File: src/cqg_fifo.sv
// ----------------------------------------------------------------------------
// cqg_fifo: small register queue
// Holds whole words; head is shown while not empty.
// ----------------------------------------------------------------------------
module cqg_fifo #(
  parameter int WIDTH = 8,
  parameter int DEPTH = 2
) (
  input  logic             clk,
  input  logic             rst,
  input  logic             wr,
  input  logic [WIDTH-1:0] wdata,
  output logic             full,
  input  logic             rd,
  output logic [WIDTH-1:0] rdata,
  output logic             empty
);

  localparam int PW = (DEPTH > 1) ? $clog2(DEPTH) : 1;
  localparam int CW = $clog2(DEPTH + 1);

  logic [WIDTH-1:0] mem [0:DEPTH-1];
  logic [PW-1:0] rptr, wptr;
  logic [CW-1:0] count;
  logic do_wr, do_rd;

  assign full = (count == CW'(DEPTH));
  assign empty = (count == '0);
  assign do_wr = wr && !full;
  assign do_rd = rd && !empty;
  assign rdata = mem[rptr];

  always_ff @(posedge clk) begin
    if (do_wr) begin
      mem[wptr] <= wdata;
    end
  end

  always_ff @(posedge clk) begin
    if (rst) begin
      rptr <= '0;
      wptr <= '0;
      count <= '0;
    end else begin
      if (do_wr) begin
        wptr <= (wptr == PW'(DEPTH - 1)) ? '0 : wptr + 1'b1;
      end
      if (do_rd) begin
        rptr <= (rptr == PW'(DEPTH - 1)) ? '0 : rptr + 1'b1;
      end
      if (do_wr && !do_rd) begin
        count <= count + 1'b1;
      end else if (do_rd && !do_wr) begin
        count <= count - 1'b1;
      end
    end
  end

endmodule

File: config.mk
export PLATFORM = sky130hd
export DESIGN_NAME = cqg_fifo
export DESIGN_NICKNAME = d
export VERILOG_FILES = /design/src/cqg_fifo.sv
export SDC_FILE = /design/constraint.sdc
export NUM_CORES = 1
export LEC_CHECK = 0
export BUFFER_PORTS_ARGS = -buffer_cell sky130_fd_sc_hd__buf_2
export CAP_MARGIN = 40
export CORE_ASPECT_RATIO = 1.4
export CORE_MARGIN = 5
export CORE_UTILIZATION = 35
export DETAILED_ROUTE_END_ITERATION = 12
export PLACE_DENSITY = 0.67
export SYNTH_ARGS = -nofsm -noshare
export SYNTH_HDL_FRONTEND = slang
export SYNTH_SLANG_ARGS = --single-unit
export TNS_END_PERCENT = 1
File: constraint.sdc
create_clock -name clk -period 2.2 [get_ports clk]
set_clock_uncertainty 0.15 [all_clocks]
set_input_delay 0.66 -clock clk [delete_from_list [all_inputs] [get_ports clk]]
set_output_delay 0.66 -clock clk [all_outputs]
set_load 0.05 [all_outputs]
==> flow_summary.toml, run 1 <==
[floorplan]
chipHeight_um = 66.3
start_util_pct = 36.4
io_pins = 22
rows = 20
die-width_um = 50.2
core-area_sq_um = 2180
die_area_sq_um = 3330

[sta]
setup_viol = 0
drv_slew = 0
rsz0062_at_grt = "no"
final.period_utilization_pct = 94.2
setup_ws_ns = 0.127
fmax_mhz = 482
period_needed_ns = 2.07
slew_headroom_pct = 74.5
finalHoldViolations = 0
setup_tns_ns = 0
tightest_slew_ns = 0.383

[critical_path]
cp.required_ns = 1.39
cpPeakStageDelay_ns = 0.42
cp.arrival_ns = 1.26
critPathSlowestCell = "dfxtp_4"
r2r-start = "count[0]$_SDFFE_PP0P_"
r2r_setup_slack_ns = 0.41
rr_endpoint = "count[1]$_SDFFE_PP0P_"
critical_path_class = "reg -> out"
end_kind = "primary output"
startpoint_type = "flip-flop"
cp_max_fo = 8
reg2reg_depth = 4
cp_cell_sequence = "mux2_2 -> buf_2"

[power_and_ir_drop]
powerDensity_nw_per_um2 = 1320
p_switching_mw = 0.522
comb_power_share_pct = 41.2
clkPwrFrac_pct = 14.0
p_int_mw = 0.734
switching_share_pct = 41.6
ir_worst_vdd_mv = 0.798
power_frac_seq_pct = 44.8
leakage_nw = 0.381

[detailed_routing]
ant_nets = 0
wl_per_cell_um = 12.6
wirelength_um = 1210
dr.pass1.iters = 4
drc_errors = 0
viasPerCell = 4.78
route.vias.total = 459
drtIter0Drc = 4

[yosys]
synthTopCellsByArea = "edfxtp_1 (61%), dfxtp_1 (13%), mux2_2 (11%), xor2_1 (3.3%), nor2_1 (2.4%)"
yosys.cell_count.top_type = "edfxtp_1"
syn_nets = 63
synth_top_area_share_pct = 60.6
synth_edf_count = 16
syn_avg_cell_area_sq_um = 15.9
synth_common_cells = "edfxtp_1 (16), mux2_2 (8), dfxtp_1 (5), nor2_1 (5)"
ys_seq_area_share_pct = 73.2
syn_inst = 50
syn-cell-area_sq_um = 793
synthFlopType = "edfxtp_1"
synth_top_area_cell = "edfxtp_1"
ys.warnings.count = 0
synthArstFlopShare_pct = 0
ys_ff_latch = 21
yosys.cell_types.count = 13

[global_route]
globalRouteTotalUtil_pct = 8.50
grt_pass1_wl_um = 2130
antenna_found_initial = 0
grt_max_degree = 13
first_global_vias = 517
grt.overflow.total = 0

[clock_tree]
cts_max_path_buffers = 2
clock_sinks = 21
cts.reportedPaths.clkPinSlew_ns = 0.11
htreeDepth = 1
ctsHoldBuffers = 0
cts_tree = "built"
post-cts-setup-buffers = 0
worstSkewPairLatency_ns = 0.29
cts_made_buffers = 3
root_buffer = "clkbuf_4"

[run_status]
status = "complete, no violations"

[finish]
antenna_cells = 0
fillers = 202
final_nets = 88
layout-drive-gt1-share_pct = 47.3
syn_to_final_growth_pct = 20.0

[worst_hold_path]
min_delay_path_depth = 2
min_from = "wptr$_SDFFE_PP0N_"
min_to = "wptr$_SDFFE_PP0N_"
hp-class = "reg -> reg"

[place]
place_congestion = 0.632
numPortBuffers = 21
pre_cts_ws_ns = 0.192
dp_hpwl_um = 917

[flow_run]
drv_cap = 0
## how the worst max path moves through the flow
| stage | startpoint | end | slack [ns] | depth (start not counted) |
|---|---|---|---|---|
| finish | flip-flop | rdata[4] | 0.13 | 2 |
| CTS | flip-flop | rdata[0] | 0.05 | 2 |
| floorplan | count[1]$_SDFFE_PP0P_ | count[1]$_SDFFE_PP0P_ | 0.21 | 5 |
| detailed placement | rd | count[1]$_SDFFE_PP0P_ | 0.19 | 5 |
| global route | flip-flop | rdata[5] | 0.05 | 2 |
| global placement | flip-flop | rdata[4] | 0.27 | 2 |
## layout make-up
cell class | instances | area, sq um | area share (%)
clock buffer | 3 | 22.5 | 2.37
clock inverter | 1 | 5.00 | 0.526
inverter | 2 | 7.51 | 0.788
multi-input combinational | 26 | 200 | 21.0
sequential | 21 | 584 | 61.4
tap | 22 | 27.5 | 2.89
timing repair buffer | 21 | 105 | 11.0
## metal layers
| layer | GRT usage [%] | up-vias | routed length [um] |
|---|---|---|---|
| li1 | - | 228 | - |
| met1 | 8.39 | 213 | 460 |
| met2 | 14.6 | 16 | 620 |
| met3 | 2.71 | 2 | 115 |
| met4 | 5.90 | 0 | 10 |
| met5 | 0 | - | 0 |
## power groups by stage
stage	Sequential [mW]	Combinational (mW)	Clock, mW
2_1_floorplan	0.540	0.442	0
3_3_place_gp	0.566	0.513	0
3_5_place_dp	0.570	0.522	0
4_1_cts	0.563	0.524	0.183
5_1_grt	0.576	0.560	0.198
6_report	0.563	0.518	0.176
## through the flow
step	std cells	hold slack, ns	area, sq um	total power, mW	util, %
after floorplan	50	0.302	793	0.982	-
after global placement	92	0.319	921	1.08	42.3
after detailed placement	92	0.334	921	1.09	42.3
after CTS	96	0.349	950	1.27	43.6
after global routing	96	0.372	952	1.33	43.7
final	96	0.344	952	1.26	43.7
## kinds of logic (layout without fill, tap and decap cells)
kind of cell    after synthesis  after routing  share of synthesized area [%]
simple gates                  9              9                           5.84
mux                           8              8                           11.4
xor+xnor                      3              3                           3.31
buf+inv                       3             27                           1.58
flops                        21             21                           73.2
fa+ha+maj                     1              1                           1.58
compound gates                5              5                           3.15
## what timing repair did
action,in CTS,in global routing
resized for setup,1,1
gates cloned,0,0
setup endpoints to repair,8,1
pin swaps,0,0
## cells in the final DEF, fill, tap and decap left out, types with 2 or more instances in the layout
cell and instances:
o21ai_0 3, mux2_2 8, edfxtp_1 16, or3_1 2, a21oi_1 2, dfxtp_1 4
buf_2 21, xor2_1 3, nor2_1 5, inv_1 2, clkbuf_4 3
## worst max-delay path: cells and delay by family (launching register included)
kind	cells	cell delay, ns
buf+inv	1	0.21
flops	1	0.42
mux	1	0.34
## state kept, by name, summed over array words and instances (netlist names), named ones only
signal	count
rptr	1
mem	16
count	2
wptr	1
Power figures use the tool's default switching activity.
==> run 2: changes to the inputs <==
--- a/config.mk
+++ b/config.mk
@@ -11,6 +11,7 @@
 export CORE_MARGIN = 5
 export CORE_UTILIZATION = 35
 export DETAILED_ROUTE_END_ITERATION = 12
+export MAX_ROUTING_LAYER = met4
 export PLACE_DENSITY = 0.67
 export SYNTH_ARGS = -nofsm -noshare
 export SYNTH_HDL_FRONTEND = slang
==> run 2 against run 1 <==
Compared with the run above: combinational power hardly changed; cell area stayed put; sequential share of layout area stayed put; non-clock buffer count stayed put; utilization stayed put; flip-flop and latch count stayed put; count of clock-buffer cells in the layout stayed put; global-route usage is 0.22 points higher; fmax hardly changed; largest cell class unchanged.
==> flow_summary.toml, run 2 (synthesis gave the netlist of run 1 again) <==
[clock_tree]
post-cts-setup-buffers = 0
clock_sinks = 21
cts.reportedPaths.clkPinSlew_ns = 0.11
cts_made_buffers = 3
ctsHoldBuffers = 0
worstSkewPairLatency_ns = 0.29
cts_tree = "built"
cts_max_path_buffers = 2
htreeDepth = 1
cts_resized = 1
root_buffer = "clkbuf_4"

[sta]
holdWs_ns = 0.344
drv_slew = 0
tightest_slew_ns = 0.383
finalHoldViolations = 0
final.period_utilization_pct = 94.2
setup_tns_ns = 0
fmax_mhz = 482
rsz0062_at_grt = "no"
setup_viol = 0
slew_headroom_pct = 74.5
period_needed_ns = 2.07

[finish]
syn_to_final_growth_pct = 20.0
final_nets = 88
finalInstanceArea_sq_um = 952
layout-drive-gt1-share_pct = 47.3
largest_reg_flops = 16
antenna_cells = 0
regMostFlops = "mem"
final_common_cell = "buf_2"
top_regs = "mem (16), count (2)"
final_cell_mix = "buf_2 (21), edfxtp_1 (16), mux2_2 (8)"

[global_route]
grt_pass1_wl_um = 2140
globalRouteTotalUtil_pct = 8.72
grt.overflow.total = 0
antenna_found_initial = 0
grt_max_degree = 13
first_global_vias = 517

[floorplan]
start_util_pct = 36.4
die_area_sq_um = 3330
core-area_sq_um = 2180
die-width_um = 50.2
io_pins = 22
rows = 20
chipHeight_um = 66.3

[worst_hold_path]
min_to = "wptr$_SDFFE_PP0N_"
min_delay_path_depth = 2
min_from = "wptr$_SDFFE_PP0N_"
hp-class = "reg -> reg"

[critical_path]
critical_path_class = "reg -> out"
cp_cell_sequence = "mux2_2 -> buf_2"
reg2reg_depth = 4
cp_max_fo = 8
startpoint_type = "flip-flop"
rr_endpoint = "count[1]$_SDFFE_PP0P_"
cpPeakStageDelay_ns = 0.42
r2r-start = "count[0]$_SDFFE_PP0P_"
cp.arrival_ns = 1.26
critPathSlowestCell = "dfxtp_4"
cp.required_ns = 1.39
r2r_setup_slack_ns = 0.41
end_kind = "primary output"

[power_and_ir_drop]
powerDensity_nw_per_um2 = 1320
leakage_nw = 0.381
ir_worst_vdd_mv = 0.798
finalPower_mw = 1.26

[detailed_routing]
ant_nets = 0
drc_errors = 0
wl_per_cell_um = 12.6
dr.pass1.iters = 4
drtIter0Drc = 4
wirelength_um = 1210
route.vias.total = 459
viasPerCell = 4.78

[place]
numPortBuffers = 21
place_congestion = 0.637
dp_hpwl_um = 917
placed_area_sq_um = 921

[run_status]
status = "complete, no violations"

[flow_run]
drv_cap = 0
## run 2: stage by stage
| step | cells | setup WS, ns | util (%) |
|---|---|---|---|
| floorplan | 50 | 0.207 | - |
| global placement | 92 | 0.269 | 42.3 |
| detailed placement | 92 | 0.192 | 42.3 |
| CTS | 96 | 0.0509 | 43.6 |
| global route | 96 | 0.0517 | 43.7 |
| finish | 96 | 0.127 | 43.7 |
## run 2: metal layers
metal  share of wire, %  vias up  global-route usage [%]
met5                  0        -                       -
met2                 51       16                    14.6
met3                6.8        2                    1.58
li1                   -      228                       -
met4               0.83        0                    5.90
met1                 41      213                    9.10
## run 2: worst max path at each step
stage                                      from                     to  cells past startpoint  slack (ns)
after floorplan           count[1]$_SDFFE_PP0P_  count[1]$_SDFFE_PP0P_                      5        0.21
after global placement                flip-flop               rdata[4]                      2        0.27
after detailed placement                     rd  count[1]$_SDFFE_PP0P_                      5        0.19
after CTS                             flip-flop               rdata[0]                      2        0.05
after global routing                  flip-flop               rdata[5]                      2        0.05
final                                 flip-flop               rdata[4]                      2        0.13
## run 2: final cells by class
| class | count | area (sq um) |
|---|---|---|
| clock inverters | 1 | 5.00 |
| fillers | 202 | 1220 |
| multi-input cells | 26 | 200 |
| flip-flops and latches | 21 | 584 |
| well taps | 22 | 27.5 |
| repair buffers | 21 | 105 |
| inverters | 2 | 7.51 |
| clock buffers | 3 | 22.5 |
## run 2: where the power goes
group / leakage, nW / switching (mW) / internal, mW
clock network: 0.0177 / 0.108 / 0.0676
registers: 0.191 / 0.0525 / 0.510
logic: 0.172 / 0.361 / 0.156
## run 2: worst max-delay path, delay by kind of cell, from the launching register on
| kind | cells | cell delay (ns) |
|---|---|---|
| flops | 1 | 0.42 |
| buf+inv | 1 | 0.21 |
| mux | 1 | 0.34 |
==> run 3: changes to the inputs <==
--- a/config.mk
+++ b/config.mk
@@ -7,12 +7,14 @@
 export LEC_CHECK = 0
 export BUFFER_PORTS_ARGS = -buffer_cell sky130_fd_sc_hd__buf_2
 export CAP_MARGIN = 40
+export CELL_PAD_IN_SITES_DETAIL_PLACEMENT = 2
+export CELL_PAD_IN_SITES_GLOBAL_PLACEMENT = 2
 export CORE_ASPECT_RATIO = 1.4
 export CORE_MARGIN = 5
-export CORE_UTILIZATION = 35
+export CORE_UTILIZATION = 33
 export DETAILED_ROUTE_END_ITERATION = 12
 export MAX_ROUTING_LAYER = met4
-export PLACE_DENSITY = 0.67
+export PLACE_DENSITY = 0.84
 export SYNTH_ARGS = -nofsm -noshare
 export SYNTH_HDL_FRONTEND = slang
 export SYNTH_SLANG_ARGS = --single-unit
==> run 3 against run 2 <==
Compared with the run above: via count is 5.0% higher; fmax decreased by 2.1%; cell area down 0.13%; routed wire length increased by 27%; largest power group unchanged; worst hold slack better by 0.029 ns; sequential power hardly changed; die area up 5.0%; first-iteration DRC count fell by 25%; global-route usage rose by 1.7 points; register-to-register slack better by 0.05 ns; critical endpoint unchanged; critical path depth did not move; count of clock-buffer cells in the layout unchanged.
==> flow_summary.toml, run 3 (synthesis gave the netlist of run 1 again) <==
[global_route]
grt_max_degree = 13
globalRouteTotalUtil_pct = 10.4
first_global_vias = 568
grt_pass1_wl_um = 2550
grt.overflow.total = 0
antenna_found_initial = 0

[finish]
fillers = 252
syn_to_final_growth_pct = 19.9
regMostFlops = "mem"
top_regs = "mem (16), count (2)"
layout-drive-gt1-share_pct = 47.3
final_cell_mix = "buf_2 (21), edfxtp_1 (16), mux2_2 (8)"
largest_reg_flops = 16
final_nets = 88
instances_no_fill = 97
antenna_cells = 0
final_common_cell = "buf_2"

[clock_tree]
worstSkewPairLatency_ns = 0.29
post-cts-setup-buffers = 0
clock_sinks = 21
cts_tree = "built"
cts_max_path_buffers = 2
root_buffer = "clkbuf_4"
cts.reportedPaths.clkPinSlew_ns = 0.11
cts_made_buffers = 3
htreeDepth = 1

[place]
pre_cts_ws_ns = 0.230
place_congestion = 0.651
dp_cells = 93
dp_hpwl_um = 1210
numPortBuffers = 21

[sta]
tightest_slew_ns = 0.395
rsz0062_at_grt = "no"
drv_slew = 0
final.period_utilization_pct = 96.2
period_needed_ns = 2.12
setup_viol = 0
fmax_mhz = 472
setup_tns_ns = 0
setup_ws_ns = 0.0829
slew_headroom_pct = 73.7
finalHoldViolations = 0

[floorplan]
chipHeight_um = 68.0
start_util_pct = 33.9
core-area_sq_um = 2340
io_pins = 22
die_area_sq_um = 3500
rows = 21
die-width_um = 51.4

[power_and_ir_drop]
p_switching_mw = 0.531
switching_share_pct = 42.1
p_int_mw = 0.732
clkPwrFrac_pct = 13.8
ir_worst_vdd_mv = 0.590
leakage_nw = 0.381
comb_power_share_pct = 41.7
power_frac_seq_pct = 44.5
powerDensity_nw_per_um2 = 1330

[critical_path]
cp_cell_sequence = "mux2_2 -> buf_2"
r2r-start = "count[1]$_SDFFE_PP0P_"
cpPeakStageDelay_ns = 0.45
critPathSlowestCell = "dfxtp_2"
cp_max_fo = 8
cp.required_ns = 1.39
startpoint_type = "flip-flop"
end_kind = "primary output"
cp.arrival_ns = 1.31
critical_path_class = "reg -> out"

[flow_run]
drv_cap = 0

[detailed_routing]
viasPerCell = 4.97
drtIter0Drc = 3
wl_per_cell_um = 15.9
dr.pass1.iters = 3
drc_errors = 0
wirelength_um = 1540
route.vias.total = 482
ant_nets = 0

[worst_hold_path]
hp-class = "reg -> reg"
min_from = "wptr$_SDFFE_PP0N_"

[run_status]
status = "complete, no violations"
## run 3: changes by cell type in the layout (fill, tap and decap cells not counted)
cell / change
dfxtp_2: +1
dfxtp_4: -1
## run 3: layout make-up
type	instances	area, sq um	area share [%]
tap	23	28.8	3.03
multi-input combinational	26	200	21.1
timing repair buffer	21	105	11.1
clock inverter	1	5.00	0.526
clock buffer	3	22.5	2.37
inverter	2	7.51	0.789
sequential	21	582	61.2
## run 3: power by group through the flow
stage / logic (mW) / registers [mW] / clock network, mW
after detailed placement: 0.533 / 0.574 / 0
final: 0.527 / 0.562 / 0.174
after global placement: 0.515 / 0.566 / 0
after floorplan: 0.442 / 0.540 / 0
after global routing: 0.566 / 0.574 / 0.206
after CTS: 0.535 / 0.567 / 0.184
## run 3: repair_timing
action / CTS / global route
hold buffers: 0 / 0
endpoints found under the setup margin: 8 / 0
resized for setup: 1 / 0
## run 3: metal layers
layer  GRT usage, %  routed length [um]  up-vias
li1               -                   -      228
met1           8.78                 506      236
met2           21.0                 922       16
met3           2.61                 100        2
met4           3.93                   9        0
met5              -                   0        -
## run 3: stage by stage
stage | util, % | hold slack (ns) | area (sq um) | power (mW)
6_report | 40.7 | 0.373 | 951 | 1.26
5_1_grt | 40.7 | 0.373 | 951 | 1.35
3_3_place_gp | 39.4 | 0.320 | 922 | 1.08
3_5_place_dp | 39.4 | 0.352 | 922 | 1.11
2_1_floorplan | - | 0.302 | 793 | 0.982
4_1_cts | 40.7 | 0.390 | 951 | 1.29
## run 3: final timing paths
check        cells after the start                    end  slack (ns)
max reg2reg                      5  count[1]$_SDFFE_PP0P_        0.46
max                              2               rdata[4]        0.08
min                              2      wptr$_SDFFE_PP0N_        0.37
min reg2reg                      2      wptr$_SDFFE_PP0N_        0.37
## run 3: worst max-delay path, delay by kind of cell, from the launching register on
kind / cells / cell delay (ns)
DFF: 1 / 0.45
muxes: 1 / 0.36
buffers and inverters: 1 / 0.21
