### src/cqg_pkg.sv
// ----------------------------------------------------------------------------
// cqg_pkg: shared types and constants for the cell quadrature geometry block
// Payload structs, the queued cell job and the Gauss point coefficient table.
// ----------------------------------------------------------------------------
package cqg_pkg;

  localparam int FRAC_BITS = 16;
  localparam int MAX_VERTICES = 4;

  localparam longint ONE_Q = longint'(1) << FRAC_BITS;
  localparam longint ISQRT3_Q32 = 64'd2479700525;
  localparam longint SQRT35_Q32 = 64'd3326867362;
  localparam longint S3 = (ISQRT3_Q32 + (longint'(1) << (31 - FRAC_BITS))) >>> (32 - FRAC_BITS);
  localparam longint S9 = (SQRT35_Q32 + (longint'(1) << (31 - FRAC_BITS))) >>> (32 - FRAC_BITS);
  localparam longint SIXTH = (ONE_Q + 3) / 6;
  localparam longint TWO_THIRD = (2 * ONE_Q + 1) / 3;
  localparam longint W_TRI = (ONE_Q + 1) / 3;

  // coefficient table layout: triangle 3 points, quad 2x2, triangle 3x3, quad 3x3
  localparam int TAB_QUAD4 = 3;
  localparam int TAB_TRI9 = 7;
  localparam int TAB_QUAD9 = 16;
  localparam int TAB_SIZE = 25;

  typedef struct packed {
    logic signed [31:0] vertex_x;
    logic signed [31:0] vertex_y;
    logic last_vertex;
  } vertex_t;

  typedef struct packed {
    logic signed [31:0] point_x;
    logic signed [31:0] point_y;
    logic [16:0] point_weight;
    logic [30:0] jacobian;
    logic [30:0] cell_area;
    logic bad_shape;
    logic last_point;
  } point_t;

  typedef struct packed {
    logic [MAX_VERTICES-1:0][31:0] jx;
    logic [MAX_VERTICES-1:0][31:0] jy;
    logic quad;
    logic bad;
    logic mode;
  } job_t;

  typedef struct packed {
    logic [16:0] w;
    logic signed [18:0] nf0;
    logic signed [18:0] nf1;
    logic signed [18:0] nf2;
    logic signed [18:0] nf3;
    logic [17:0] oma;
    logic [17:0] opa;
    logic [17:0] omb;
    logic [17:0] opb;
  } coef_t;

  function automatic longint bilin(input longint fa, input longint fb);
    return (fa * fb + (longint'(1) << (FRAC_BITS + 1))) >>> (FRAC_BITS + 2);
  endfunction

  function automatic longint gcode(input longint i);
    return (i == 1) ? 64'd8 : 64'd5;
  endfunction

  function automatic coef_t coef_of(input int idx);
    coef_t c;
    longint a, b, w, k;
    logic is_quad;
    a = 0;
    b = 0;
    w = 0;
    k = 0;
    is_quad = 1'b0;
    if (idx < TAB_QUAD4) begin
      k = idx;
      a = (k == 1) ? TWO_THIRD : SIXTH;
      b = (k == 2) ? TWO_THIRD : SIXTH;
      w = W_TRI;
    end else if (idx < TAB_TRI9) begin
      k = idx - TAB_QUAD4;
      a = ((k & 2) != 0) ? S3 : -S3;
      b = ((k & 1) != 0) ? S3 : -S3;
      w = ONE_Q;
      is_quad = 1'b1;
    end else begin
      k = (idx < TAB_QUAD9) ? idx - TAB_TRI9 : idx - TAB_QUAD9;
      is_quad = (idx >= TAB_QUAD9);
      a = (k / 3 - 1) * S9;
      b = (k % 3 - 1) * S9;
      w = (2 * gcode(k / 3) * gcode(k % 3) * ONE_Q + 81) / 162;
    end
    c.w = 17'(w);
    if (is_quad) begin
      c.nf0 = 19'(bilin(ONE_Q - a, ONE_Q - b));
      c.nf1 = 19'(bilin(ONE_Q + a, ONE_Q - b));
      c.nf2 = 19'(bilin(ONE_Q + a, ONE_Q + b));
      c.nf3 = 19'(bilin(ONE_Q - a, ONE_Q + b));
    end else begin
      c.nf0 = 19'(ONE_Q - a - b);
      c.nf1 = 19'(a);
      c.nf2 = 19'(b);
      c.nf3 = 19'(0);
    end
    c.oma = 18'(ONE_Q - a);
    c.opa = 18'(ONE_Q + a);
    c.omb = 18'(ONE_Q - b);
    c.opb = 18'(ONE_Q + b);
    return c;
  endfunction

  localparam coef_t COEF_TABLE [0:TAB_SIZE-1] = '{
    coef_of(0), coef_of(1), coef_of(2), coef_of(3), coef_of(4),
    coef_of(5), coef_of(6), coef_of(7), coef_of(8), coef_of(9),
    coef_of(10), coef_of(11), coef_of(12), coef_of(13), coef_of(14),
    coef_of(15), coef_of(16), coef_of(17), coef_of(18), coef_of(19),
    coef_of(20), coef_of(21), coef_of(22), coef_of(23), coef_of(24)
  };

endpackage

### src/cqg_front.sv
// ----------------------------------------------------------------------------
// cqg_front: vertex capture and cell classification
// Collects vertices of the open cell and hands a finished cell on as a job.
// ----------------------------------------------------------------------------
module cqg_front (
  input  logic             clk,
  input  logic             rst,
  input  logic             accept,
  input  cqg_pkg::vertex_t vertex,
  input  logic             mode,
  output logic             job_push,
  output cqg_pkg::job_t    job
);

  logic [31:0] vx [0:cqg_pkg::MAX_VERTICES-1];
  logic [31:0] vy [0:cqg_pkg::MAX_VERTICES-1];
  logic [2:0] vertex_count;
  logic [2:0] n_new;

  assign n_new = (vertex_count < 3'd7) ? vertex_count + 3'd1 : 3'd7;
  assign job_push = accept && vertex.last_vertex;

  // snapshot including the vertex arriving now
  always_comb begin
    for (int i = 0; i < cqg_pkg::MAX_VERTICES; i++) begin
      if (!vertex_count[2] && vertex_count[1:0] == 2'(i)) begin
        job.jx[i] = vertex.vertex_x;
        job.jy[i] = vertex.vertex_y;
      end else begin
        job.jx[i] = vx[i];
        job.jy[i] = vy[i];
      end
    end
    job.quad = (n_new == 3'd4);
    job.bad = (n_new != 3'd3) && (n_new != 3'd4);
    job.mode = mode;
  end

  always_ff @(posedge clk) begin
    if (accept && !vertex_count[2]) begin
      vx[vertex_count[1:0]] <= vertex.vertex_x;
      vy[vertex_count[1:0]] <= vertex.vertex_y;
    end
  end

  always_ff @(posedge clk) begin
    if (rst) begin
      vertex_count <= '0;
    end else if (accept) begin
      vertex_count <= vertex.last_vertex ? 3'd0 : n_new;
    end
  end

endmodule

### config.mk
export PLATFORM = sky130hd
export DESIGN_NAME = cqg_front
export DESIGN_NICKNAME = d
export VERILOG_FILES = /design/src/cqg_pkg.sv /design/src/cqg_front.sv
export SDC_FILE = /design/constraint.sdc
export NUM_CORES = 1
export LEC_CHECK = 0
export BUFFER_PORTS_ARGS = -buffer_cell sky130_fd_sc_hd__buf_2
export CAP_MARGIN = 30
export CORE_MARGIN = 2
export CORE_UTILIZATION = 52
export DETAILED_ROUTE_END_ITERATION = 8
export GPL_TIMING_DRIVEN = 0
export MAX_ROUTING_LAYER = met4
export PLACE_DENSITY = 0.88
export SLEW_MARGIN = 40
export SYNTH_ARGS = -nofsm -noshare
export SYNTH_HDL_FRONTEND = slang
export SYNTH_SLANG_ARGS = --single-unit
### constraint.sdc
create_clock -name clk -period 3.6 [get_ports clk]
set_input_delay 0.72 -clock clk [delete_from_list [all_inputs] [get_ports clk]]
set_output_delay 0.72 -clock clk [all_outputs]
set_load 0.02 [all_outputs]
==> results of run 1 <==
-- state kept, by name (all words and copies together), names as in the netlist --
name / cells
vertex_count: 3
vy: 128
vx: 128
-- metrics by stage --
step / cells / worst slack, ps / utilization, %
2_1_floorplan: 574 / 739 / -
3_3_place_gp: 1176 / -642 / 62.3
3_5_place_dp: 1181 / 858 / 62.8
4_1_cts: 1230 / 238 / 66.7
5_1_grt: 1230 / 150 / 66.7
6_report: 1230 / 321 / 66.7
-- worst max-delay path, stage by stage, from the launching register on --
cell	delay, ps
dfxtp_1	430
ha_1	210
ha_1	150
buf_2	320
buf_2	370
mux2_2	380
buf_2	170
-- power by group --
group / internal, mW / leakage, nW / total [mW] / switching (mW)
combinational: 0.256 / 2.62 / 0.674 / 0.419
sequential: 3.40 / 2.38 / 3.42 / 0.0188
clock: 1.47 / 0.400 / 2.55 / 1.08
-- cells in the final DEF, fill, tap and decap left out, drive strengths merged --
| cell type | count |
|---|---|
| a21bo | 1 |
| a21oi | 1 |
| a31oi | 2 |
| and2 | 5 |
| buf | 359 |
| bufinv | 1 |
| clkbuf | 37 |
| clkinv | 9 |
| clkinvlp | 1 |
| dfxtp | 3 |
| edfxtp | 256 |
| ha | 5 |
| inv | 5 |
| mux2 | 256 |
| mux2i | 1 |
| nand2 | 2 |
| nand2b | 1 |
| nand3 | 1 |
| nand4 | 1 |
| nor2 | 2 |
| nor2b | 3 |
| nor3 | 1 |
| o21ai | 2 |
-- layer usage --
layer  GRT usage (%)  vias to the layer above
li1                -                     2993
met1            28.4                     3267
met2            38.9                      296
met3            5.24                       41
met4            6.32                        0
met5               -                        -
-- kinds of logic (layout without fill, tap and decap cells) --
family / after synthesis / after routing / share of synthesized area, %
compound gates: 6 / 6 / 0.338
fa+ha+maj: 5 / 5 / 0.563
buf+inv: 31 / 412 / 2.44
flops: 259 / 259 / 69.7
mux: 257 / 257 / 26.0
simple gates: 16 / 16 / 0.923
-- layout make-up --
class / instances / share of cell area, %
buffer: 27 / 1.83
clock buffer: 37 / 5.16
clock inverter: 12 / 0.634
inverter: 4 / 0.107
multi-input combinational: 284 / 22.2
sequential: 259 / 55.3
tap: 275 / 2.45
timing repair buffer: 332 / 12.4
-- final timing paths --
path / start / endpoint / cells after the start
setup reg to reg: vertex_count[2]$_SDFFE_PP0P_ / vx[3][27]$_DFFE_PP_ / 3
setup / recovery: vertex_count[1]$_SDFFE_PP0P_ / job[121] / 6
hold / removal: rst / vertex_count[0]$_SDFFE_PP0P_ / 2
hold reg to reg: vertex_count[0]$_SDFFE_PP0P_ / vertex_count[0]$_SDFFE_PP0P_ / 2
==> summary.txt, run 1 <==
Run status
  – Status: completed

CTS
  – H-tree Lvls: 1
  – # hold bufs at CTS: 0
  – TritonCTS Buffers: 27
  – Worst-case clock buffer depth: 3
  – Clock-pin slew on the worst setup and hold paths: 60 ps
  – Clock root buffer: clkbuf_16
  – PostCTS Resize Cnt: 0
  – # clock sinks: 259
  – Post-CTS setup buffers: 0
  – CTS tree: built
  – Worst skew pair latency: 530 ps

STA
  – Fin. Hold Viols: 0
  – Final period util: 91.1%
  – Max-slew headroom: 63.7%
  – Fin crit period: 3280 ps
  – Final-report max-slew violation count: 0
  – Worst Max-Slew Pin Slew: 544 ps
  – Min Hold Slack: 399 ps
  – Skew final: 20.7 ps
  – Total negative slack: 0 ps
  – F_max: 305 MHz
  – Unrepaired setup endpoints after global routing: no
  – Final setup fails: 0

Final layout
  – Storage cell area: 0.00775 mm2
  – Design Area, Final: 0.0140 mm2
  – # nets final: 1009
  – Share of cells above drive strength 1: 68.1%
  – Number of fill cells: 1430
  – Area occupied by multi-input gates: 0.00311 mm2
  – Ant. Diodes: 0
  – Synthesis-to-layout area growth: 26.1%

Placed design
  – Port bufs: 327
  – RD Place Congestion: 0.799
  – Post-DP Area: 0.0132 mm2
  – Hpwl dp: 16.8 mm

Detailed routing
  – Initial DRT Pass Iterations: 4
  – Antenna-violating nets left: 0
  – Routed vias: 6597
  – Routed wire length per instance: 21.5 um
  – DR iter-0 viols: 339
  – Met2 WL: 13.3 mm
  – Residual DRC: 0
  – Drt via density: 5.36
  – Final WL: 26.4 mm
  – Metal-1 WL: 10.6 mm
  – Met3 WL post-DR: 1.96 mm
  – Highest Signal Layer: met4

Die
  – Die H: 150 um
  – Initial Util: 52.9%
  – Core area: 0.0210 mm2
  – Ports: 329
  – Die area: 0.0226 mm2
  – FP Rows: 53
  – Die W: 150 um

GRT
  – Grt ovf: 0
  – First-pass GRT wire length: 38.5 mm
  – Largest net degree at the start of global routing: 35
  – Initial antenna violation count: 0
  – Vias in the first global route: 6627
  – Global-route usage over all layers: 23.1%

Synth
  – Syn Nets: 648
  – Mapped cell area: 0.0111 mm2
  – Largest cells by area after synthesis: edfxtp_1 69%, mux2_2 25%, buf_6 1.9%
  – #FFs+latches synth: 259
  – Post-synth EDFFs: 256
  – Yosys warns: 0
  – Syn avg cell area: 19.4 um2
  – Most common library cells after synthesis: 256 x edfxtp_1, 245 x mux2_2, 19 x buf_6, 11 x mux2_1, 7 x buf_2
  – Cell with the most instances after synthesis: edfxtp_1
  – Distinct cells, synth: 23
  – Synth area leader: edfxtp_1
  – Post-Syn Instances: 574
  – Yosys top cell area share: 69.2%
  – Sequential share of the synthesized area: 69.7%
  – FFs w/ async S/R, synth: 0%
  – Main synth FF type: edfxtp_1

Setup path
  – Setup crit start kind: flop
  – CP max FO: 10
  – Setup slack, reg-to-reg: 1760 ps
  – CP Capture Type: primary output
  – Required @ worst endpoint: 2880 ps
  – Arrival time worst endpoint: 2560 ps
  – Crit Path Category: flop to primary output

Job
  – Max cap viols: 0

Power and ir drop
  – LEAKAGE: 5.40 nW
  – Final Power: 6.65 mW
  – Max VDD drop: 0.382 mV
  – Power density over cell area: 474 mW/mm2

Hold path
  – Min-Delay Path Class: primary input to flop
Note: power is estimated with default switching activity, not from simulation.
==> inputs of run 2 (changes only) <==
--- a/config.mk
+++ b/config.mk
@@ -8,11 +8,11 @@
 export BUFFER_PORTS_ARGS = -buffer_cell sky130_fd_sc_hd__buf_2
 export CAP_MARGIN = 30
 export CORE_MARGIN = 2
-export CORE_UTILIZATION = 52
+export CORE_UTILIZATION = 56
 export DETAILED_ROUTE_END_ITERATION = 8
 export GPL_TIMING_DRIVEN = 0
 export MAX_ROUTING_LAYER = met4
-export PLACE_DENSITY = 0.88
+export PLACE_DENSITY = 0.94
 export SLEW_MARGIN = 40
 export SYNTH_ARGS = -nofsm -noshare
 export SYNTH_HDL_FRONTEND = slang
==> constraint.sdc (replaced) <==
create_clock -name clk -period 4.2 [get_ports clk]
set_input_delay 0.84 -clock clk [delete_from_list [all_inputs] [get_ports clk]]
set_output_delay 0.84 -clock clk [all_outputs]
set_load 0.02 [all_outputs]
==> run 2 against run 1 <==
Critical path depth unchanged. Power decreased by 14%. Cell count decreased by 0.73%. Critical endpoint is now job[235]. Largest power group unchanged.
==> summary.txt, run 2 (synthesized netlist as in run 1, its figures left out) <==
Run status
  – Status: completed

GRT
  – Vias in the first global route: 6570
  – First-pass GRT wire length: 37.7 mm
  – Initial antenna violation count: 0
  – Grt ovf: 0
  – Global-route usage over all layers: 24.7%
  – Largest net degree at the start of global routing: 35

Placed design
  – Pre-CTS WS: 1380 ps
  – RD Place Congestion: 0.793
  – Hpwl dp: 16.9 mm
  – Dpl cells: 1171
  – Port bufs: 327

Setup path
  – Worst r2r src: vertex_count[0]$_SDFFE_PP0P_
  – CP max FO: 10
  – Crit. Startpoint: vertex_count[1]$_SDFFE_PP0P_
  – Worst path slowest cell: dfxtp_1
  – Max stage delay on crit path: 420 ps
  – R2R depth: 4
  – Crit Path Category: flop to primary output
  – Setup slack, reg-to-reg: 2350 ps
  – Cell Chain, Critical Path: ha_1 > ha_1 > buf_2 > buf_2 > mux2_2 > buf_2
  – Critical R2R Capture: vx[2][29]$_DFFE_PP_
  – CP Capture Type: primary output
  – Required @ worst endpoint: 3360 ps
  – Arrival time worst endpoint: 2510 ps
  – Most used cell, CP: buf_2
  – Setup crit start kind: flop

STA
  – Final setup fails: 0
  – Unrepaired setup endpoints after global routing: no
  – F_max: 298 MHz
  – Fin crit period: 3350 ps
  – Fin. Hold Viols: 0
  – Max-slew headroom: 64.4%
  – Skew final: 11.2 ps
  – Final WS setup: 848 ps
  – Final period util: 79.8%
  – Worst Max-Slew Pin Slew: 535 ps
  – Final-report max-slew violation count: 0

Hold path
  – Hold Path Depth: 2
  – Min-Delay Path Class: primary input to flop
  – Hold endpoint: vertex_count[0]$_SDFFE_PP0P_
  – Worst hold start: rst

Die
  – Initial Util: 57.1%
  – Die H: 145 um
  – Die W: 145 um
  – FP Rows: 51
  – Core area: 0.0195 mm2
  – Ports: 329
  – Die area: 0.0210 mm2

CTS
  – # hold bufs at CTS: 0
  – H-tree Lvls: 1
  – Clock-pin slew on the worst setup and hold paths: 60 ps
  – TritonCTS Buffers: 27
  – CTS tree: built
  – # clock sinks: 259
  – Clock root buffer: clkbuf_16
  – Worst skew pair latency: 520 ps
  – PostCTS Resize Cnt: 0
  – Post-CTS setup buffers: 0
  – Worst-case clock buffer depth: 3

Detailed routing
  – Antenna-violating nets left: 0
  – Final WL: 26.8 mm
  – DR iter-0 viols: 311
  – Routed vias: 6743
  – Residual DRC: 0
  – Routed wire length per instance: 21.9 um
  – Initial DRT Pass Iterations: 4
  – Drt via density: 5.52

Job
  – Max cap viols: 0

Final layout
  – Post-route insts no fill: 1221
  – Share of cells above drive strength 1: 67.9%
  – Most common cell after layout, fill and taps aside: buf_2
  – # nets final: 1009
  – Ant. Diodes: 0
  – Synthesis-to-layout area growth: 26.1%
  – Most frequent cells in the layout: 334 x buf_2, 256 x edfxtp_1, 245 x mux2_2, 27 x clkbuf_16, 19 x buf_6

Power and ir drop
  – Max VDD drop: 0.456 mV
  – Power density over cell area: 410 mW/mm2
  – LEAKAGE: 5.40 nW
## run 2: final cells by class
cell class / instances / area, um2
Timing Repair Buffer: 332 / 1740
Clock buffer: 41 / 748
Inverter: 4 / 15.0
Sequential cell: 259 / 7750
Multi-Input combinational cell: 284 / 3110
Tap cell: 265 / 332
Clock inverter: 9 / 78.8
Fill cell: 1168 / 5440
Buffer: 27 / 256
## run 2: critical path, delay by kind of cell (launching register included)
kind | cells | cell delay [ps]
flops | 1 | 420
buf+inv | 3 | 820
fa+ha+maj | 2 | 350
mux | 1 | 380
## run 2: per-stage QoR
step / setup TNS, ps / hold slack, ps / cell area [um2] / util (%) / power, mW
2_1_floorplan: 0 / 492 / 11100 / - / 3.32
3_3_place_gp: -13140 / 528 / 13100 / 67.2 / 3.54
3_5_place_dp: 0 / 540 / 13200 / 67.8 / 3.57
4_1_cts: 0 / 501 / 14000 / 72.0 / 5.79
5_1_grt: 0 / 511 / 14000 / 72.0 / 5.92
6_report: 0 / 520 / 14000 / 72.0 / 5.75
## run 2: per-layer routing
metal	vias to the layer above	routed length [um]	global-route usage, %
met5	-	0	-
met1	3364	11000	31.8
met4	0	743	7.56
li1	2990	-	-
met2	334	13200	40.0
met3	55	1830	5.03
## run 2: worst max-delay path by stage
| stage | to | slack, ps | depth (start not counted) |
|---|---|---|---|
| after floorplan | vx[0][0]$_DFFE_PP_ | 1220 | 2 |
| after global placement | vy[0][6]$_DFFE_PP_ | -90 | 3 |
| after detailed placement | job[112] | 1380 | 6 |
| after CTS | job[235] | 810 | 6 |
| after global routing | job[235] | 700 | 6 |
| final | job[235] | 850 | 6 |
## run 2: power breakdown
group / internal (mW) / switching (mW) / total [mW]
clock network: 1.29 / 0.944 / 2.23
registers: 2.91 / 0.0163 / 2.93
logic: 0.222 / 0.362 / 0.584
==> inputs of run 3 (changes only) <==
--- a/config.mk
+++ b/config.mk
@@ -5,14 +5,15 @@
 export SDC_FILE = /design/constraint.sdc
 export NUM_CORES = 1
 export LEC_CHECK = 0
+export ABC_AREA = 1
 export BUFFER_PORTS_ARGS = -buffer_cell sky130_fd_sc_hd__buf_2
 export CAP_MARGIN = 30
 export CORE_MARGIN = 2
-export CORE_UTILIZATION = 56
+export CORE_UTILIZATION = 52
 export DETAILED_ROUTE_END_ITERATION = 8
 export GPL_TIMING_DRIVEN = 0
 export MAX_ROUTING_LAYER = met4
-export PLACE_DENSITY = 0.94
+export PLACE_DENSITY = 0.89
 export SLEW_MARGIN = 40
 export SYNTH_ARGS = -nofsm -noshare
 export SYNTH_HDL_FRONTEND = slang
==> constraint.sdc (replaced) <==
create_clock -name clk -period 3.2 [get_ports clk]
set_input_delay 0.64 -clock clk [delete_from_list [all_inputs] [get_ports clk]]
set_output_delay 0.64 -clock clk [all_outputs]
set_load 0.02 [all_outputs]
==> run 3 against run 2 <==
Combinational power rose by 49%. Cell count increased by 31%. Die area increased by 5.6%. Clock power up 37%. Synthesized area shrank 1.8%.
==> summary.txt, run 3 <==
CTS
  – Worst skew pair latency: 510 ps
  – Worst-case clock buffer depth: 3
  – # clock sinks: 259
  – CTS tree: built
  – H-tree Lvls: 1
  – Clock-pin slew on the worst setup and hold paths: 60 ps
  – Clock root buffer: clkbuf_16
  – TritonCTS Buffers: 26

Die
  – Die W: 149 um
  – Die H: 149 um
  – Initial Util: 52.4%
  – Ports: 329
  – Core area: 0.0208 mm2
  – FP Rows: 53
  – Die area: 0.0222 mm2

Synth
  – Yosys warns: 0
  – Sequential share of the synthesized area: 71.0%
  – Synth area leader: edfxtp_1
  – #FFs+latches synth: 259
  – Cell with the most instances after synthesis: edfxtp_1
  – FFs w/ async S/R, synth: 0%
  – Largest cells by area after synthesis: edfxtp_1 70%, nand2_1 7.0%, o21ai_1 7.0%
  – Syn Nets: 1004
  – Post-Syn Instances: 930
  – Syn avg cell area: 11.7 um2
  – Post-synth EDFFs: 256
  – Main synth FF type: edfxtp_1
  – Mapped cell area: 0.0109 mm2
  – Yosys top cell area share: 70.4%
  – Most common library cells after synthesis: 256 x edfxtp_1, 204 x nand2_1, 152 x o21ai_1, 70 x nor2_1, 69 x inv_1
  – Distinct cells, synth: 18

Hold path
  – Hold Path Depth: 2
  – Min-Delay Path Class: primary input to flop
  – Worst hold start: rst
  – Hold endpoint: vertex_count[2]$_SDFFE_PP0P_

STA
  – Unrepaired setup endpoints after global routing: no
  – Worst Max-Slew Pin Slew: 659 ps
  – Skew final: 5.34 ps
  – F_max: 327 MHz
  – Fin. Hold Viols: 0
  – Max-slew headroom: 56.1%
  – Final period util: 95.6%
  – Final setup fails: 0
  – Fin crit period: 3060 ps
  – Final-report max-slew violation count: 0

Detailed routing
  – DR iter-0 viols: 703
  – Residual DRC: 0
  – Routed vias: 8743
  – Antenna-violating nets left: 0
  – Final WL: 31.9 mm
  – Initial DRT Pass Iterations: 5
  – Drt via density: 5.48
  – Routed wire length per instance: 20.0 um

Final layout
  – Most common cell after layout, fill and taps aside: buf_2
  – Util after Layout: 67.6%
  – Share of cells above drive strength 1: 33.1%
  – Number of fill cells: 1476
  – Synthesis-to-layout area growth: 28.9%
  – Design Area, Final: 0.0141 mm2
  – # nets final: 1374
  – Most frequent cells in the layout: 337 x buf_2, 256 x edfxtp_1, 204 x nand2_1, 152 x o21ai_1, 69 x inv_1

Setup path
  – Setup crit start kind: flop
  – CP max FO: 10
  – Critical R2R Capture: vx[0][22]$_DFFE_PP_
  – Arrival time worst endpoint: 2420 ps
  – R2R depth: 8
  – Crit Path Category: flop to primary output
  – Required @ worst endpoint: 2560 ps
  – Setup slack, reg-to-reg: 900 ps
  – CP Capture Type: primary output
  – Worst r2r src: vertex_count[0]$_SDFFE_PP0P_

GRT
  – Global-route usage over all layers: 28.3%
  – Initial antenna violation count: 3
  – Vias in the first global route: 8456
  – First-pass GRT wire length: 46.5 mm
  – Grt ovf: 0
  – Largest net degree at the start of global routing: 30

Placed design
  – Port bufs: 327
  – Post-DP Area: 0.0132 mm2
  – RD Place Congestion: 0.824
  – Hpwl dp: 22.0 mm

Power and ir drop
  – LEAKAGE: 6.01 nW
  – Max VDD drop: 0.550 mV
  – Power density over cell area: 552 mW/mm2

Run status
  – Status: completed

Job
  – Max cap viols: 0
## run 3: cell types whose count changed in the layout (fill, tap and decap cells not counted), sizes merged, moves of 3 or more
cell,delta
inv,+65
nor2b,-3
bufinv,+3
diode,+3
and2,-5
buf,+34
nor2,+68
o21ai,+190
a21oi,+66
nand2,+205
mux2,-256
## run 3: cell type report
cell class / count / area, um2 / area share (%)
antenna: 3 / 7.51 / 0.0533
buffer: 57 / 475 / 3.38
clock buffer: 33 / 698 / 4.96
clock inverter: 12 / 153 / 1.08
inverter: 70 / 265 / 1.88
multi-input combinational: 544 / 2460 / 17.5
sequential: 259 / 7750 / 55.1
tap: 275 / 344 / 2.45
timing repair buffer: 342 / 1920 / 13.6
## run 3: repair_timing
action | CTS | global route
gates cloned | 0 | 0
hold buffers | 0 | 0
endpoints found under the setup margin | 1 | 4
setup buffers | 0 | 0
gates resized for setup | 1 | 3
## run 3: kinds of logic (layout without fill, tap and decap cells)
kind of cell,after synthesis,in the layout,share of synthesized area [%]
buffers and inverters,127,514,6.73
other,0,3,0
adders and majority gates,5,5,0.573
AOI/OAI and AO/OA,259,259,11.9
and+or+nand+nor,280,280,9.88
DFF,259,259,71.0
## run 3: power breakdown
| part | internal [mW] | switching, mW | total [mW] |
|---|---|---|---|
| Clock | 1.85 | 1.20 | 3.05 |
| Sequential | 3.82 | 0.0233 | 3.85 |
| Combinational | 0.265 | 0.605 | 0.869 |
| Total | 5.94 | 1.82 | 7.76 |
## run 3: worst max-delay path, cell delays in order (launching register included)
cell     delay (ps)
dfxtp_1         460
ha_1            230
ha_1            160
buf_2           250
buf_2           310
nor2_1          100
a21oi_1         180
buf_2           200
## run 3: worst max-delay path by stage
| stage | start | to | slack [ps] | depth (start not counted) |
|---|---|---|---|---|
| after floorplan | vertex_count[0]$_SDFFE_PP0P_ | vx[1][0]$_DFFE_PP_ | 260 | 4 |
| after global placement | vertex_count[0]$_SDFFE_PP0P_ | vy[1][5]$_DFFE_PP_ | -1200 | 4 |
| after detailed placement | vertex_count[0]$_SDFFE_PP0P_ | job[114] | 590 | 7 |
| after CTS | vertex_count[0]$_SDFFE_PP0P_ | job[114] | 70 | 7 |
| after global routing | vertex_count[0]$_SDFFE_PP0P_ | job[100] | 5 | 6 |
| final | vertex_count[0]$_SDFFE_PP0P_ | job[113] | 140 | 7 |
## run 3: layer usage
metal / GRT usage, % / vias to the layer above / routed length (um)
li1: - / 3973 / -
met1: 36.1 / 4159 / 12300
met2: 47.5 / 550 / 15800
met3: 4.53 / 61 / 3030
met4: 8.24 / 0 / 757
met5: - / - / 0
## run 3: stage by stage
| step | cells | hold slack, ps | worst slack (ps) | setup TNS, ps | total power, mW |
|---|---|---|---|---|---|
| floorplan | 930 | 497 | 255 | 0 | 4.40 |
| global placement | 1532 | 519 | -1200 | -263860 | 4.74 |
| detailed placement | 1547 | 520 | 589 | 0 | 4.78 |
| CTS | 1592 | 289 | 68.2 | 0 | 7.79 |
| finish | 1595 | 309 | 141 | 0 | 7.76 |
| global route | 1595 | 312 | 5.12 | 0 | 7.97 |
